## src/design/clcd_pkg.sv

```systemverilog
// Shared types, constants and helpers for the character LCD text/cursor controller.
// No dependencies; used by clcd_valid, the top level and the checker by scoped names.
package clcd_pkg;

    localparam int ROWS    = 2;
    localparam int COLUMNS = 16;
    localparam int CELLS   = ROWS * COLUMNS;
    localparam int ADDR_W  = (CELLS > 1) ? $clog2(CELLS) : 1;

    // field widths of the request and result items
    localparam int CMD_W   = 4;
    localparam int CHAR_W  = 8;
    localparam int TROW_W  = 3;
    localparam int TCOL_W  = 6;
    localparam int ROW_W   = 1;
    localparam int COL_W   = 4;
    localparam int S_DATA_W = 24;
    localparam int M_DATA_W = 24;

    localparam logic [CHAR_W-1:0] CH_SPACE      = 8'h20;
    localparam logic [CHAR_W-1:0] CH_UNDERSCORE = 8'h5F;

    typedef enum logic [CMD_W-1:0] {
        CMD_WRITE     = 4'd0,
        CMD_CLEAR     = 4'd1,
        CMD_CLEAR_EOL = 4'd2,
        CMD_UP        = 4'd3,
        CMD_DOWN      = 4'd4,
        CMD_LEFT      = 4'd5,
        CMD_RIGHT     = 4'd6,
        CMD_SET_POS   = 4'd7,
        CMD_READ_CELL = 4'd8
    } t_cmd;

    // control from the sequencer to the cell-valid flags
    typedef struct packed {
        logic              set;
        logic [ADDR_W-1:0] set_addr;
        logic              clr_all;
        logic              clr_eol;
        logic [ROW_W-1:0]  eol_row;
        logic [COL_W-1:0]  eol_col;
    } t_vctl;

    function automatic logic [ADDR_W-1:0] addr_of(input logic [ROW_W-1:0] row,
                                                  input logic [COL_W-1:0] col);
        int idx;
        idx = int'(row) * COLUMNS + int'(col);
        return ADDR_W'(idx);
    endfunction

endpackage

```

## src/design/clcd_ram.sv

```systemverilog
// Generic single-write, single-read RAM with registered read data.
// No dependencies.
module clcd_ram #(
    parameter int WIDTH = 8,
    parameter int DEPTH = 32,
    localparam int AW = (DEPTH > 1) ? $clog2(DEPTH) : 1
) (
    input  logic                     i_clk,
    input  logic                     i_we,
    input  logic [AW-1:0]            i_waddr,
    input  logic [WIDTH-1:0]         i_wdata,
    input  logic                     i_re,
    input  logic [AW-1:0]            i_raddr,
    output logic [WIDTH-1:0]         o_rdata
);
    logic [WIDTH-1:0] r_mem [DEPTH];
    logic [WIDTH-1:0] r_rdata;

    always_ff @(posedge i_clk) begin
        if (i_we) begin
            r_mem[i_waddr] <= i_wdata;
        end
        if (i_re) begin
            r_rdata <= r_mem[i_raddr];
        end
    end

    assign o_rdata = r_rdata;

endmodule

```

## src/design/clcd_valid.sv

```systemverilog
// Per-cell written flags: a cell without its flag reads as a space.
// Depends on clcd_pkg.
module clcd_valid (
    input  logic                          i_clk,
    input  logic                          i_rst_n,
    input  clcd_pkg::t_vctl               i_ctl,
    input  logic [clcd_pkg::ADDR_W-1:0]   i_addr,
    output logic                          o_valid
);
    localparam int ROW_CMP_W = clcd_pkg::ROW_W;

    logic [clcd_pkg::CELLS-1:0] r_vld;
    logic [clcd_pkg::CELLS-1:0] n_vld;

    always_comb begin
        n_vld = r_vld;
        if (i_ctl.clr_all) begin
            n_vld = '0;
        end
        if (i_ctl.clr_eol) begin
            for (int r = 0; r < clcd_pkg::ROWS; r++) begin
                for (int c = 0; c < clcd_pkg::COLUMNS; c++) begin
                    if (ROW_CMP_W'(r) == ROW_CMP_W'(i_ctl.eol_row) &&
                        c >= int'(i_ctl.eol_col)) begin
                        n_vld[r * clcd_pkg::COLUMNS + c] = 1'b0;
                    end
                end
            end
        end
        if (i_ctl.set) begin
            n_vld[i_ctl.set_addr] = 1'b1;
        end
    end

    always_ff @(posedge i_clk) begin
        if (!i_rst_n) begin
            r_vld <= '0;
        end else begin
            r_vld <= n_vld;
        end
    end

    assign o_valid = r_vld[i_addr];

endmodule

```

## src/design/char_lcd_text_cursor_controller.sv

```systemverilog
// Character LCD text store with cursor: accepts one command request at a time and returns
// one result per request. The request is taken in S_IDLE and its result is registered from
// S_GLYPH, with S_CELL in between for read_cell with a valid position, since the target cell
// and the cell under the cursor are both fetched through the single read port of the text RAM.
// A new request is taken only once the block is back in S_IDLE after the last result.
// Clear and clear-to-end-of-row finish in one step because each cell carries a written flag
// that resets to "space". A result waits in the output register; the next request is taken
// while it waits, but its own result holds the block busy until that register frees.
// Depends on clcd_pkg, clcd_ram and clcd_valid.
module char_lcd_text_cursor_controller (
    input  logic        i_clk,
    input  logic        i_rst_n,
    input  logic        i_s_tvalid,
    output logic        o_s_tready,
    // [3:0] cmd, [11:4] char_code, [14:12] target_row, [20:15] target_column, [23:21] zero
    input  logic [clcd_pkg::S_DATA_W-1:0] i_s_tdata,
    output logic        o_m_tvalid,
    input  logic        i_m_tready,
    // [0] ok, [1] cursor_row, [5:2] cursor_column, [13:6] cursor_glyph,
    // [21:14] cell_char, [23:22] zero
    output logic [clcd_pkg::M_DATA_W-1:0] o_m_tdata
);
    typedef enum logic [1:0] {S_IDLE, S_CELL, S_GLYPH} t_state;

    localparam int AW = clcd_pkg::ADDR_W;
    localparam int CW = clcd_pkg::CHAR_W;

    t_state r_state, n_state;
    logic [clcd_pkg::ROW_W-1:0] r_row, n_row;
    logic [clcd_pkg::COL_W-1:0] r_col, n_col;
    logic          r_ok, n_ok;
    logic [CW-1:0] r_cell, n_cell;
    logic [AW-1:0] r_rd_addr, n_rd_addr;
    logic          r_fwd, n_fwd;
    logic [CW-1:0] r_fwd_data, n_fwd_data;
    logic          r_m_valid, n_m_valid;
    logic [clcd_pkg::M_DATA_W-1:0] r_m_data, n_m_data;

    logic [clcd_pkg::CMD_W-1:0]  in_cmd;
    logic [CW-1:0]               in_char;
    logic [clcd_pkg::TROW_W-1:0] in_trow;
    logic [clcd_pkg::TCOL_W-1:0] in_tcol;

    logic          s_acc;
    logic          tgt_ok;
    logic [AW-1:0] tgt_addr;
    logic [AW-1:0] cur_addr;
    logic          ram_we;
    logic          ram_re;
    logic [AW-1:0] ram_raddr;
    logic [CW-1:0] ram_rdata;
    logic          cell_vld;
    logic [CW-1:0] stored;
    logic [CW-1:0] gbyte;
    logic [CW-1:0] glyph;
    logic          acc_ok;
    logic          rd_tgt;
    clcd_pkg::t_vctl vctl;

    assign in_cmd  = i_s_tdata[3:0];
    assign in_char = i_s_tdata[11:4];
    assign in_trow = i_s_tdata[14:12];
    assign in_tcol = i_s_tdata[20:15];

    assign o_s_tready = (r_state == S_IDLE);
    assign s_acc      = i_s_tvalid && o_s_tready;

    assign tgt_ok   = (int'(in_trow) < clcd_pkg::ROWS) && (int'(in_tcol) < clcd_pkg::COLUMNS);
    assign tgt_addr = clcd_pkg::addr_of(in_trow[clcd_pkg::ROW_W-1:0],
                                        in_tcol[clcd_pkg::COL_W-1:0]);
    assign cur_addr = clcd_pkg::addr_of(r_row, r_col);

    // command decode for the accepted request
    always_comb begin
        n_row  = r_row;
        n_col  = r_col;
        acc_ok = 1'b0;
        ram_we = 1'b0;
        rd_tgt = 1'b0;
        vctl   = '0;
        vctl.set_addr = cur_addr;
        vctl.eol_row  = r_row;
        vctl.eol_col  = r_col;
        case (clcd_pkg::t_cmd'(in_cmd))
            clcd_pkg::CMD_WRITE: begin
                ram_we   = s_acc;
                vctl.set = s_acc;
                acc_ok   = 1'b1;
                if (int'(r_col) + 1 < clcd_pkg::COLUMNS) begin
                    n_col = r_col + 1'b1;
                end else if (int'(r_row) + 1 >= clcd_pkg::ROWS) begin
                    n_row = '0;
                    n_col = '0;
                end else begin
                    n_row = r_row + 1'b1;
                    n_col = '0;
                end
            end
            clcd_pkg::CMD_CLEAR: begin
                vctl.clr_all = s_acc;
                n_row  = '0;
                n_col  = '0;
                acc_ok = 1'b1;
            end
            clcd_pkg::CMD_CLEAR_EOL: begin
                vctl.clr_eol = s_acc;
                acc_ok = 1'b1;
            end
            clcd_pkg::CMD_UP: begin
                if (r_row != '0) begin
                    n_row  = r_row - 1'b1;
                    acc_ok = 1'b1;
                end
            end
            clcd_pkg::CMD_DOWN: begin
                if (int'(r_row) + 1 < clcd_pkg::ROWS) begin
                    n_row  = r_row + 1'b1;
                    acc_ok = 1'b1;
                end
            end
            clcd_pkg::CMD_LEFT: begin
                if (r_col != '0) begin
                    n_col  = r_col - 1'b1;
                    acc_ok = 1'b1;
                end
            end
            clcd_pkg::CMD_RIGHT: begin
                if (int'(r_col) + 1 < clcd_pkg::COLUMNS) begin
                    n_col  = r_col + 1'b1;
                    acc_ok = 1'b1;
                end
            end
            clcd_pkg::CMD_SET_POS: begin
                if (tgt_ok) begin
                    n_row  = in_trow[clcd_pkg::ROW_W-1:0];
                    n_col  = in_tcol[clcd_pkg::COL_W-1:0];
                    acc_ok = 1'b1;
                end
            end
            clcd_pkg::CMD_READ_CELL: begin
                if (tgt_ok) begin
                    rd_tgt = 1'b1;
                    acc_ok = 1'b1;
                end
            end
            default: begin
            end
        endcase
    end

    // read the target cell first for read_cell, otherwise the cell under the new cursor
    always_comb begin
        if (s_acc) begin
            ram_raddr = rd_tgt ? tgt_addr : clcd_pkg::addr_of(n_row, n_col);
        end else begin
            ram_raddr = cur_addr;
        end
    end
    assign ram_re = s_acc || (r_state == S_CELL);

    clcd_ram #(
        .WIDTH (CW),
        .DEPTH (clcd_pkg::CELLS)
    ) u_ram (
        .i_clk   (i_clk),
        .i_we    (ram_we),
        .i_waddr (cur_addr),
        .i_wdata (in_char),
        .i_re    (ram_re),
        .i_raddr (ram_raddr),
        .o_rdata (ram_rdata)
    );

    clcd_valid u_valid (
        .i_clk   (i_clk),
        .i_rst_n (i_rst_n),
        .i_ctl   (vctl),
        .i_addr  (r_rd_addr),
        .o_valid (cell_vld)
    );

    assign stored = cell_vld ? ram_rdata : clcd_pkg::CH_SPACE;
    // a write that lands on the cell being read returns the new byte
    assign gbyte  = r_fwd ? r_fwd_data : stored;
    assign glyph  = (gbyte == clcd_pkg::CH_SPACE || gbyte == '0) ?
                    clcd_pkg::CH_UNDERSCORE : gbyte;

    always_comb begin
        n_state    = r_state;
        n_ok       = r_ok;
        n_cell     = r_cell;
        n_rd_addr  = r_rd_addr;
        n_fwd      = r_fwd;
        n_fwd_data = r_fwd_data;
        n_m_valid  = r_m_valid && !i_m_tready;
        n_m_data   = r_m_data;
        if (ram_re) begin
            n_rd_addr = ram_raddr;
        end
        case (r_state)
            S_IDLE: begin
                if (s_acc) begin
                    n_ok       = acc_ok;
                    n_cell     = '0;
                    n_fwd      = ram_we && (cur_addr == ram_raddr);
                    n_fwd_data = in_char;
                    n_state    = rd_tgt ? S_CELL : S_GLYPH;
                end
            end
            S_CELL: begin
                n_cell  = stored;
                n_fwd   = 1'b0;
                n_state = S_GLYPH;
            end
            S_GLYPH: begin
                if (!r_m_valid || i_m_tready) begin
                    n_m_valid = 1'b1;
                    n_m_data  = {2'b00, r_cell, glyph, r_col, r_row, r_ok};
                    n_state   = S_IDLE;
                end
            end
            default: begin
                n_state = S_IDLE;
            end
        endcase
    end

    always_ff @(posedge i_clk) begin
        if (!i_rst_n) begin
            r_state   <= S_IDLE;
            r_row     <= '0;
            r_col     <= '0;
            r_m_valid <= 1'b0;
        end else begin
            r_state   <= n_state;
            r_row     <= (r_state == S_IDLE && s_acc) ? n_row : r_row;
            r_col     <= (r_state == S_IDLE && s_acc) ? n_col : r_col;
            r_m_valid <= n_m_valid;
        end
        r_ok       <= n_ok;
        r_cell     <= n_cell;
        r_rd_addr  <= n_rd_addr;
        r_fwd      <= n_fwd;
        r_fwd_data <= n_fwd_data;
        r_m_data   <= n_m_data;
    end

    assign o_m_tvalid = r_m_valid;
    assign o_m_tdata  = r_m_data;

endmodule

```

## config.mk

```make
export PLATFORM = sky130hd
export DESIGN_NAME = char_lcd_text_cursor_controller
export DESIGN_NICKNAME = d
export VERILOG_FILES = /design/src/design/clcd_pkg.sv /design/src/design/clcd_ram.sv /design/src/design/clcd_valid.sv /design/src/design/char_lcd_text_cursor_controller.sv
export SDC_FILE = /design/constraint.sdc
export NUM_CORES = 1
export LEC_CHECK = 0
export BUFFER_PORTS_ARGS = -buffer_cell sky130_fd_sc_hd__buf_2
export CELL_PAD_IN_SITES_DETAIL_PLACEMENT = 1
export CELL_PAD_IN_SITES_GLOBAL_PLACEMENT = 1
export CORE_MARGIN = 2
export CORE_UTILIZATION = 30
export DETAILED_ROUTE_END_ITERATION = 8
export PLACE_DENSITY_LB_ADDON = 0.3
export SETUP_SLACK_MARGIN = 0.1
export SYNTH_ARGS = -nofsm -noshare
export SYNTH_HDL_FRONTEND = slang
export SYNTH_SLANG_ARGS = --single-unit
export TNS_END_PERCENT = 10
```

## constraint.sdc

```tcl
create_clock -name i_clk -period 5.9 [get_ports i_clk]
set_input_delay 0.59 -clock i_clk [delete_from_list [all_inputs] [get_ports i_clk]]
set_output_delay 0.59 -clock i_clk [all_outputs]
set_load 0.02 [all_outputs]
```

-- After elaboration in Yosys (flattened, before gate mapping)
Memories as Yosys holds them, arrays and structs flattened. A register that Yosys moved wholly into a read port is not among the register bits.
Index checks and enable logic that the tools add are counted.
- add/sub/neg operators: 9
- multiply operators: 0
- div/mod/pow operators: 0
- magnitude comparators: 23
- equal/unequal tests: 14
- shifts and indexed selects: 0
- muxes and demuxes: 76
- bitwise logic cells: 2
- reduce and logical (&&, ||, !) cells: 52
- operators with widths (operator ; number):
    32-bit two-way mux ; 3
    1-bit two-way mux ; 53
    1-bit logical AND ; 36
    32-bit by 3-bit >= comparator with 1-bit output (second input constant) ; 1
    32-bit OR ; 1
    4-bit >= comparator (first input constant) ; 7
    8-bit two-way mux ; 3
    4-bit case mux with 5 select lines ; 1
    4-bit by 3-bit == test with 1-bit output (second input constant) ; 4
    3-bit by 4-bit >= comparator with 1-bit output (first input constant) ; 4
    4-bit two-way mux ; 4
    8-bit case mux with 2 select lines ; 1
    5-bit by 4-bit adder with 5-bit output ; 3
    5-bit by 6-bit less-than comparator with 1-bit output (second input constant) ; 2
    5-bit two-way mux ; 2
    4-bit by 2-bit == test with 1-bit output (second input constant) ; 2
    8-bit by 6-bit == test with 1-bit output (second input constant) ; 1
    1-bit by 4-bit >= comparator with 1-bit output (first input constant) ; 2
    2-bit by 4-bit >= comparator with 1-bit output (first input constant) ; 2
    8-bit zero test ; 1
    2-bit AND reduction ; 4
    6-bit by 5-bit less-than comparator with 1-bit output (second input constant) ; 1
    2-bit two-way mux ; 3
    1-bit case mux with 6 select lines ; 1
    other kinds (31) ; 34
- flip-flop bits (word level): 85
- latch bits: 0
- memory bits (writable): 256
- ROM bits: 0
- bits of input ports: 28
- output and inout port bits: 26
- logic and storage cells: 189
- memories kept: 1
- memory list (name ; depth ; bits a word ; read ports ; clocked after Yosys merged registers in ; write ports ; line ; source):
    u_ram.r_mem ; 32 ; 8 ; 1 ; 1 ; 1 ; clcd_ram.sv:16 ; logic [WIDTH-1:0] r_mem [DEPTH];

-- Depth between registers and ports, before layout
Gate-level depths: netlist (run 1).
- word-level depth: 12
- depth in mapped cells: 15
- gate-level depth less buffers: 12

-- By module
A second synthesis (run 1) with hierarchy kept.
- cells, all modules: 912
- area total of the unflattened synthesis: 14721.6 um^2
- by module, submodules not included (module ; times used ; cells an instance ; area each (um^2) ; seq. area each (um^2)):
    clcd_ram ; 1 ; 417 ; 10133.5 ; 7927.6
    char_lcd_text_cursor_controller ; 1 ; 252 ; 2736.4 ; 1511.4
    clcd_valid ; 1 ; 243 ; 1851.8 ; 640.6

-- Worst setup path after synthesis (run 1)
Ideal clock, no wire load.
- path kind: register to register
- start: reg r_col[0] (netlist bit)
- end: reg u_ram.r_rdata[6] (netlist: u_ram.o_rdata[6]), read port of u_ram.r_mem, data pin
- setup time: 176 ps
- arrival: 3020 ps
- required time: 5724 ps
- slack: 2704 ps
- cell stages (with the launch flop): 16
- buffers on the path: 4
- clock period less this slack: 3196 ps
- cells stage by stage: dfxtp_1 > clkbuf_1 > inv_1 > ha_1 > clkbuf_1 > nor3b_1 > nand2_1 > o311a_1 > o211a_1 > inv_2 > buf_2 > clkbuf_1 > nand2_1 > a32oi_1 > a31oi_1 > nor4_1
- cells in the longest elaborated chain, start to end: 7
- elaborated cells between the ends (all ways): 16
- those cells by class: 5 x add/sub; 1 x order compare; 9 x mux; 1 x reduce/logical
- ends and longest elaborated chain (what ; line ; source):
    from (decl) ; char_lcd_text_cursor_controller.sv:30 ; logic [clcd_pkg::COL_W-1:0] r_col, n_col;
    from (signal assigned) ; char_lcd_text_cursor_controller.sv:237 ; r_col <= (r_state == S_IDLE && s_acc) ? n_col : r_col;
    4-bit by 1-bit adder with 5-bit output ; char_lcd_text_cursor_controller.sv:89, char_lcd_text_cursor_controller.sv:128 ;
    5-bit less-than comparator ; char_lcd_text_cursor_controller.sv:89, char_lcd_text_cursor_controller.sv:128 ;
    4-bit two-way mux (tied with other cells) ; char_lcd_text_cursor_controller.sv:128 ; if (int'(r_col) + 1 < clcd_pkg::COLUMNS) begin
    4-bit case mux with 5 select lines or 1-bit case mux with 5 select lines (tied branches) ; char_lcd_text_cursor_controller.sv:84 ; case (clcd_pkg::t_cmd'(in_cmd))
    5-bit by 4-bit adder with 5-bit output ; clcd_pkg.sv:48 ; idx = int'(row) * COLUMNS + int'(col);
    5-bit two-way mux ; char_lcd_text_cursor_controller.sv:154 ; ram_raddr = rd_tgt ? tgt_addr : clcd_pkg::addr_of(n_row, n_col);
    5-bit two-way mux (*) ; char_lcd_text_cursor_controller.sv:153 ; if (s_acc) begin
    to (decl) ; clcd_ram.sv:17 ; logic [WIDTH-1:0] r_rdata;
Every way passes the cells marked *; elsewhere a longest branch is shown, timed or not.
A chain may end at the register's enable or synchronous reset.

-- Worst setup path after layout (run 1)
- start: reg r_col[0] (netlist bit)
- end: reg u_ram.r_rdata[5] (netlist: u_ram.o_rdata[5]), read port of u_ram.r_mem, data pin
Same word-level chain as after synthesis.

==> results, run 1 <==
- The critical path starts at r_col[0].
- In this run the worst path has a maximum fanout of 49.
- For this run, the detailed router's first-pass iteration total came to 5.
- The number of enable flip-flop cells after synthesis is 309.
- Data on the critical path arrives at its endpoint at 5.18 ns.
- After global routing the overflow that remains totals 0.
- In this run the register-to-register setup slack is 0.95 ns.
- Counting every instance in the synthesized netlist gives 1151.
- Of the total power, the share spent switching nets is 0.2214.
- After detailed routing, the number of vias per cell comes to 5.164.
- The post-detailed-routing wire length is 40720 µm.
- IR analysis of the VDD net gives a maximum drop of 0.1577 mV.
- The half-perimeter wire length after placement is 26330 µm.
- The starting density of the core is 0.3043.
- The clock tree synthesis step divided the H-tree into 2 levels.
- The met2 usage is 0.2830.
- On the worst path, the slowest cell contributes a delay of 0.59 ns.
- The overall track demand over capacity in global routing is 0.1618.
- On the critical path, the stage with the largest delay is an instance of buf_4.
- The first-iteration detailed-routing DRC count is 705.
- The worst setup path is of the reg -> reg kind.
- Subtracting the final worst setup slack from the clock period gives 4.953 ns.
- At the placement stage, the worst setup path has a slack of 0.8291 ns.
- The total clock buffers created by CTS is 37.
- Setup repair after global routing left no endpoint under its margin.
- The flow ran to the end, and the final reports show no timing, DRC or antenna violations.
- The antenna cell count is 0.
- Measured in cells, the most critical reg-to-reg path has a length of 13.
- The least setup slack across all paths after layout is 0.9471 ns.
- In this design, the critical path's most frequently occurring cell is buf_4.
- Once the clock tree was built, the resizer swapped 0 gates to a different size.
- The number of endpoints with negative hold slack in the final report came to 0.
- Max-cap violations in this run came to 0.
- Dividing total power by cell area gives a power density of 318.0 mW/mm².
- The number of unique standard cell types used by synthesis is 64.
- Summed over all nets, the switching power comes to 1.168 mW.
- The synthesized flop and latch total is 349.
- The core region is 0.04785 mm².
- The met3 track demand over resource in global routing is 0.02208.
- For the pin with the worst max-slew slack, the measured transition is 1.178 ns.
- The static leakage power is 5.382 nW.
- After detailed routing, the average wire length per cell comes to 22.28 µm.
- The path class of the lowest-slack min-delay path is in -> reg.
- The number of placed I/O pins is 54.
- The end of the critical path is u_ram.o_rdata[5].
- The final-layout fill cell count is 5125.
- The kind of start point of the critical path is a flop.
- The startpoint identified for the worst register-to-register timing path is r_col[0].
- The portion of the clock cycle consumed by the worst path in the final layout is 0.8395.
- Clock latency on the worst-skew pair, taken at its later pin, is 0.54 ns.
- Of the total power, combinational logic draws 0.052.
- The via count of the first global-routing pass is 9633.
- The share of the Yosys chip area taken by registers is 0.6922.
- In the synthesized netlist the dominant register cell turns out to be edfxtp_1.
- The final layout net count is 1220.
- In this run the tightest slew margin relative to its limit is 0.2117.
- The worst setup path is captured at a flop.
- The endpoint of the most critical register-to-register path is u_ram.o_rdata[5].
- The number of design rule violations left after detail routing is 0.
- Averaged over all synthesized cells, the footprint is 12.65 µm².
- No sink is reached through more buffers than the 3 on the longest clock path.
- Setup violations remaining at the end of the flow were counted as 0.
- The most crowded layer after global routing is met2.
- The Yosys warning count is 0.
- The achievable frequency is 201.9 MHz.
- The share of total power dissipated in the clock network is 0.427.
- The first global-routing pass estimated 61600 µm of wire.
- At the end of routability-driven placement, the weighted congestion stood at 0.8343.
- The number of sinks handled by clock tree synthesis is 349.
- In the final timing run, aggregate negative setup slack is 0 ns.
- The post-route clock skew is 0.02474 ns.
- Clock tree synthesis selected as its root buffer the cell clkbuf_16.
- In the global route stage, met1 resource usage came out at 0.2116.
- The number of slew-limit violations in the final report is 0.
- The detailed router placed 9439 vias in this run.
- After clock tree synthesis, the clock-pin slew on the worst setup and hold paths is 0.06 ns.
- The required time of the worst setup path is 6.13 ns.
- The share of flip-flops with an asynchronous set or reset is 0.
- Entering global routing, the biggest net connects 69 pins.
- The vertical die dimension is 224.3 µm.
- The layout cell share with drive strength beyond 1 is 0.1129.
- The overall die area is 0.05032 mm².
- The area growth from synthesis to layout is 13.95%.
- Of the total power, registers draw 0.521.
- The number of buffers inserted to repair setup after CTS is 0.
- The remaining antenna violation count after routing is 0.
- Traced cell by cell, the critical path runs through buf_4 -> inv_1 -> ha_1 -> nor2b_1 -> a21oi_1 -> o221ai_1 -> a211oi_4 -> buf_4 -> buf_4 -> a21oi_1 -> a22o_1 -> a22o_1 -> nor4_1.
- The number of hold buffers added after CTS was 0.
- The count of input and output buffers is 48.
- From left edge to right edge, the die measures 224.3 µm.
- Internal power comes to 4.108 mW.
- The initial antenna violation count is 1.
- In this run the core area contains 80 standard-cell rows.
- TritonCTS built the clock tree.
- The mapped cell area is 0.01456 mm².
-- metrics by stage --
stage          cells  hold slack (ns)  area [µm²]  power [mW]    util
6_report        1828           0.3480       16590       5.276  0.3468
5_1_grt         1828           0.3453       16590       5.447  0.3468
4_1_cts         1828           0.3329       16590       5.332  0.3468
3_5_place_dp    1763           0.4080       15440       3.079  0.3227
3_3_place_gp    1763           0.4053       15440       3.073  0.3227
2_1_floorplan   1152           0.4003       14570       2.940       -
-- worst min-delay path by stage --
stage / from / slack [ns] / depth (start not counted) / endpoint
finish: i_rst_n / 0.35 / 2 / r_col[1]
global placement: r_cell[3] / 0.41 / 0 / o_m_tdata[17]
global route: i_rst_n / 0.35 / 2 / r_col[1]
CTS: i_rst_n / 0.33 / 2 / r_col[1]
detailed placement: r_cell[5] / 0.41 / 0 / o_m_tdata[19]
floorplan: r_ok / 0.40 / 0 / o_m_tdata[0]
-- worst max-delay path, delay by kind of cell, from the launching register on --
family | cells | cell delay [ns]
AOI/OAI and AO/OA | 6 | 1.65
buffers and inverters | 4 | 1.48
and+or+nand+nor | 2 | 0.70
adders and majority gates | 1 | 0.48
DFF | 1 | 0.30
-- cell usage in the layout, fill, tap and decap left out, types with 13 or more instances in the layout --
master	netlist	routed
o21ai_0	13	13
a22o_1	49	49
a31oi_1	42	42
clkbuf_1	41	13
nand3_1	27	27
edfxtp_1	309	309
nand2_1	224	224
a21oi_1	98	98
dfxtp_1	40	40
buf_2	20	48
nor2_1	90	90
clkbuf_16	0	38
mux2i_1	16	16
buf_4	5	18
-- cells in the mapped netlist, drive strengths merged (9+ instances only) --
library cell	n	area, µm²
a31oi	42	262.8
mux2i	16	160.2
nand3	27	135.1
edfxtp	309	9279
buf	30	156.4
mux4	10	225.2
nand2	224	840.8
a22o	49	429.2
a2111oi	10	106.4
a221oi	9	78.83
inv	13	48.80
and2	11	68.82
clkbuf	41	153.9
nor2	90	337.8
a21oi	98	490.5
o21ai	14	70.06
nor4	11	68.82
dfxtp	40	800.8
-- cell families after synthesis --
kind of cell               after synthesis  synth area share
other                                    1         0.0002575
DFF                                    349            0.6922
buffers and inverters                   85           0.02492
adders and majority gates                5          0.004296
AOI/OAI and AO/OA                      268            0.1256
xor gates and xnor gates                 2          0.001203
and+or+nand+nor                        414            0.1242
muxes                                   27           0.02724
-- state kept, by name (all words and copies together) (netlist names), 4 cells and up --
name,flops
r_fwd_data,8
r_cell,8
o_m_tdata,22
u_ram.o_rdata,8
r_rd_addr,5
r_col,4
u_ram.r_mem,256
u_valid.r_vld,32
-- power groups by stage --
stage / Sequential (mW) / Combinational (mW) / Clock, mW
floorplan: 2.79 / 0.149 / 0
global placement: 2.80 / 0.274 / 0
detailed placement: 2.80 / 0.278 / 0
CTS: 2.75 / 0.279 / 2.30
global route: 2.75 / 0.300 / 2.40
finish: 2.75 / 0.275 / 2.25
-- layout make-up --
cell class	instances	area, µm²	share of cell area
repair buffers	67	395.4	0.02383
inverters	14	53.80	0.003242
clock inverters	11	112.6	0.006786
clock buffers	54	1041	0.06274
multi-input cells	718	4141	0.2496
well taps	615	769.5	0.04637
flip-flops and latches	349	10080	0.6075
-- layer usage --
metal  wire, µm  vias up
li1           -     4407
met4        692        2
met1      17970     4817
met3       1500       45
met5          9        -
met2      20550      168
Note: power is estimated with default switching activity, not from simulation.
==> run 2, diff against run 1 <==
- clock period: 5.9 -> 5.04 ns (I/O delays scaled with it)
==> run 2 against run 1 <==
  * Maximum frequency increased by 13%
  * Critical endpoint is now u_ram.o_rdata[6]
  * Utilization increased by 0.26 points
  * Power increased by 16%
  * Register-to-register slack got worse by 0.30 ns
  * Worst hold slack got worse by 0.10 ns
  * Flip-flop and latch count unchanged
  * Critical path depth unchanged
  * Cell count increased by 0.98%
  * Clock skew decreased by 0.0073 ns
  * Highest routed layer is now met4
  * Worst setup slack got worse by 0.30 ns
  * Clock-buffer cell count decreased by 1
  * Die area unchanged
==> results, run 2 (synthesized netlist as in run 1, its figures left out) <==
- The kind of start point of the critical path is a flop (unchanged).
- The arrival time of the worst setup path came to 4.69 ns (was 5.18 ns).
- The number of slew-limit violations in the final report is 0 (unchanged).
- The setup TNS after final layout is 0 ns (unchanged).
- The launch point of the worst hold path is i_rst_n (unchanged).
- The level count of the clock H-tree is 2 (unchanged).
- RSZ-0062 raised after global routing: no (unchanged).
- The measured slew at the worst slew-check pin is 1.124 ns (was 1.178 ns).
- The placeable core area is 0.04785 mm² (unchanged).
- The launching element of the worst setup path is r_col[0] (unchanged).
- The number of flip-flops in the largest register is 256 (unchanged).
- The worst hold path cell count was 2 (unchanged).
- The capture endpoint of the worst hold path is r_col[1] (unchanged).
- The path type of the worst setup path is reg -> reg (unchanged).
- The highest fanout seen on the critical path is 28 (was 49).
- The initial antenna violation count is 0 (was 1).
- The number of endpoints with negative hold slack in the final report came to 0 (unchanged).
- The half-perimeter wire length after placement is 26520 µm (was 26330 µm).
- The number of cells after detailed placement is 1778 (was 1763).
- The number of rows created at floorplan is 80 (unchanged).
- The clock latency on the worst-skew pair is 0.54 ns (about the same).
- The placer congestion estimate came to 0.8017 (was 0.8343).
- The clock transition at the registers of the reported paths is 0.06 ns (about the same).
- The total clock buffers created by CTS came to 38 (was 37).
- The peak supply drop came to 0.1921 mV (was 0.1577 mV).
- The launching point of the worst reg2reg path is r_col[0] (unchanged).
- The power density over the cells is 364.8 mW/mm² (was 318.0 mW/mm²).
- The chip width is 224.3 µm (unchanged).
- The required time of the worst setup path is 5.34 ns (was 6.13 ns).
- The number of buffers inserted to repair setup after CTS is 0 (unchanged).
- The count of input and output buffers is 48 (unchanged).
- The path class of the lowest-slack min-delay path is in -> reg (unchanged).
- The TritonCTS clock tree is built (unchanged).
- The first-iteration detailed-routing DRC count was 584 (was 705).
- The register cell area after layout is 0.01008 mm² (unchanged).
- The post-route clock skew is 0.01744 ns (was 0.02474 ns).
- The post-detailed-routing wire length is 40510 µm (was 40720 µm).
- The endpoint of the most critical register-to-register path is u_ram.o_rdata[6] (was u_ram.o_rdata[5]).
- The starting density of the core was 0.3043 (unchanged).
- The overall power after layout was 6.100 mW (was 5.276 mW).
- The commonest non-fill, non-tap cell in the layout is edfxtp_1 (unchanged).
- The portion of the clock cycle consumed by the worst path in the final layout is 0.8714 (was 0.8395).
- The number of optimization iterations in the first detailed-route pass is 5 (unchanged).
- The via count of the first global-routing pass is 9842 (was 9633).
- The global-route wire length before repair is 61530 µm (was 61600 µm).
- The tightest slew margin relative to the limit is 0.2479 (was 0.2117).
- The worst reg2reg path depth is 13 (unchanged).
- The final layout net count is 1236 (was 1220).
- Result of the run: complete, no violations (unchanged).
- The achievable frequency is 227.7 MHz (was 201.9 MHz).
- The CTS root buffer was clkbuf_16 (unchanged).
- The count of hold buffers inserted by post-cts repair is 0 (unchanged).
- The setup violation total in the final timing report is 0 (unchanged).
- The overall track demand over capacity in global routing is 0.1614 (was 0.1618).
- The pin count of the biggest net entering global routing came to 92 (was 69).
- The multi-input combinational cell area came to 0.004141 mm² (unchanged).
- The count of non-filler cells in the finished layout is 1846 (was 1828).
- The layout cell share with drive strength beyond 1 is 0.1259 (was 0.1129).
- The category of the worst setup path capture point is a flop (unchanged).
- The largest register by flop count was u_ram.r_mem (unchanged).
- The post-detailed-placement cell area is 0.01560 mm² (was 0.01544 mm²).
- Commonest cells after routing, fill and taps aside: 309 x edfxtp_1, 224 x nand2_1, 98 x a21oi_1 (unchanged).
- The post-detailed-route wirelength per cell is 21.94 µm (was 22.28 µm).
- The number of vias in the routed layout is 9556 (was 9439).
- The vertical die dimension is 224.3 µm (unchanged).
- The antenna cell count is 0 (unchanged).
- The number of placed I/O pins is 54 (unchanged).
- The finished layout cell area is 0.01672 mm² (was 0.01659 mm²).
- The signed area change from the synthesized netlist to the final layout is 14.82% (was 13.95%).
- The aggregate global routing overflow is 0 (unchanged).
- The number of sinks handled by clock tree synthesis is 349 (unchanged).
- The number of design rule violations left after detail routing is 0 (unchanged).
- The remaining antenna violation count after routing came to 0 (unchanged).
- The overall die area is 0.05032 mm² (unchanged).
- The static leakage power is 5.469 nW (was 5.382 nW).
- The final-layout fill cell count was 5107 (was 5125).
- The time the worst path needs with I/O delays and setup came to 4.392 ns (was 4.953 ns).
- The number of gates resized after CTS was 0 (unchanged).
- The number of buffers on the longest clock path is 3 (unchanged).
- The setup slack of the worst register-to-register path is 0.65 ns (was 0.95 ns).
- The via count normalized by instance count is 5.177 (was 5.164).
- The max-cap check violation count is 0 (unchanged).
## run 2: cell types whose count changed in the layout (fill, tap and decap cells not counted), sizes merged
| cell | previous run | this run |
|---|---|---|
| bufinv | 2 | 0 |
| inv | 12 | 14 |
| clkinv | 10 | 14 |
| buf | 67 | 82 |
| clkbuf | 54 | 53 |
## run 2: worst max path at each step
stage                  endpoint
6_report       u_ram.o_rdata[6]
5_1_grt        u_ram.o_rdata[6]
4_1_cts        u_ram.o_rdata[0]
3_5_place_dp   u_ram.o_rdata[0]
3_3_place_gp   u_ram.o_rdata[0]
2_1_floorplan  u_ram.o_rdata[6]
## run 2: final cells by class
class / instances / share of cell area
well taps: 615 / 0.04602
repair buffers: 82 / 0.03338
flip-flops and latches: 349 / 0.6029
inverters: 14 / 0.003218
multi-input cells: 718 / 0.2477
clock inverters: 15 / 0.005388
clock buffers: 53 / 0.06144
## run 2: power by group
part	total (mW)	internal [mW]	switching (mW)
Clock	2.55	1.43	1.12
Sequential	3.22	3.19	0.0300
Combinational	0.338	0.101	0.237
Total	6.10	4.72	1.38
## run 2: through the flow
stage               setup WS [ns]  utilization  hold slack [ns]
finish                     0.6482       0.3495           0.2471
detailed placement         0.6435       0.3261           0.4056
floorplan                   1.844            -           0.4003
global route               0.4753       0.3495           0.2531
CTS                        0.6206       0.3495           0.2234
global placement           0.7574       0.3261           0.4043
## run 2: worst max-delay path: stages, from the launching register on
cell	delay, ns
dfxtp_1	0.39
inv_1	0.23
ha_1	0.47
nor2b_1	0.12
a21oi_1	0.21
o221ai_1	0.28
a211oi_4	0.50
clkinv_2	0.40
buf_12	0.30
mux2i_1	0.14
a221oi_1	0.36
a2111oi_0	0.14
buf_4	0.18
nor4_1	0.40
## run 2: layer usage
metal,vias up,share of wire,GRT usage
li1,4446,-,-
met1,4892,0.43,0.2073
met2,178,0.51,0.2891
met3,40,0.035,0.01973
met4,0,0.018,0.04016
met5,-,0,0
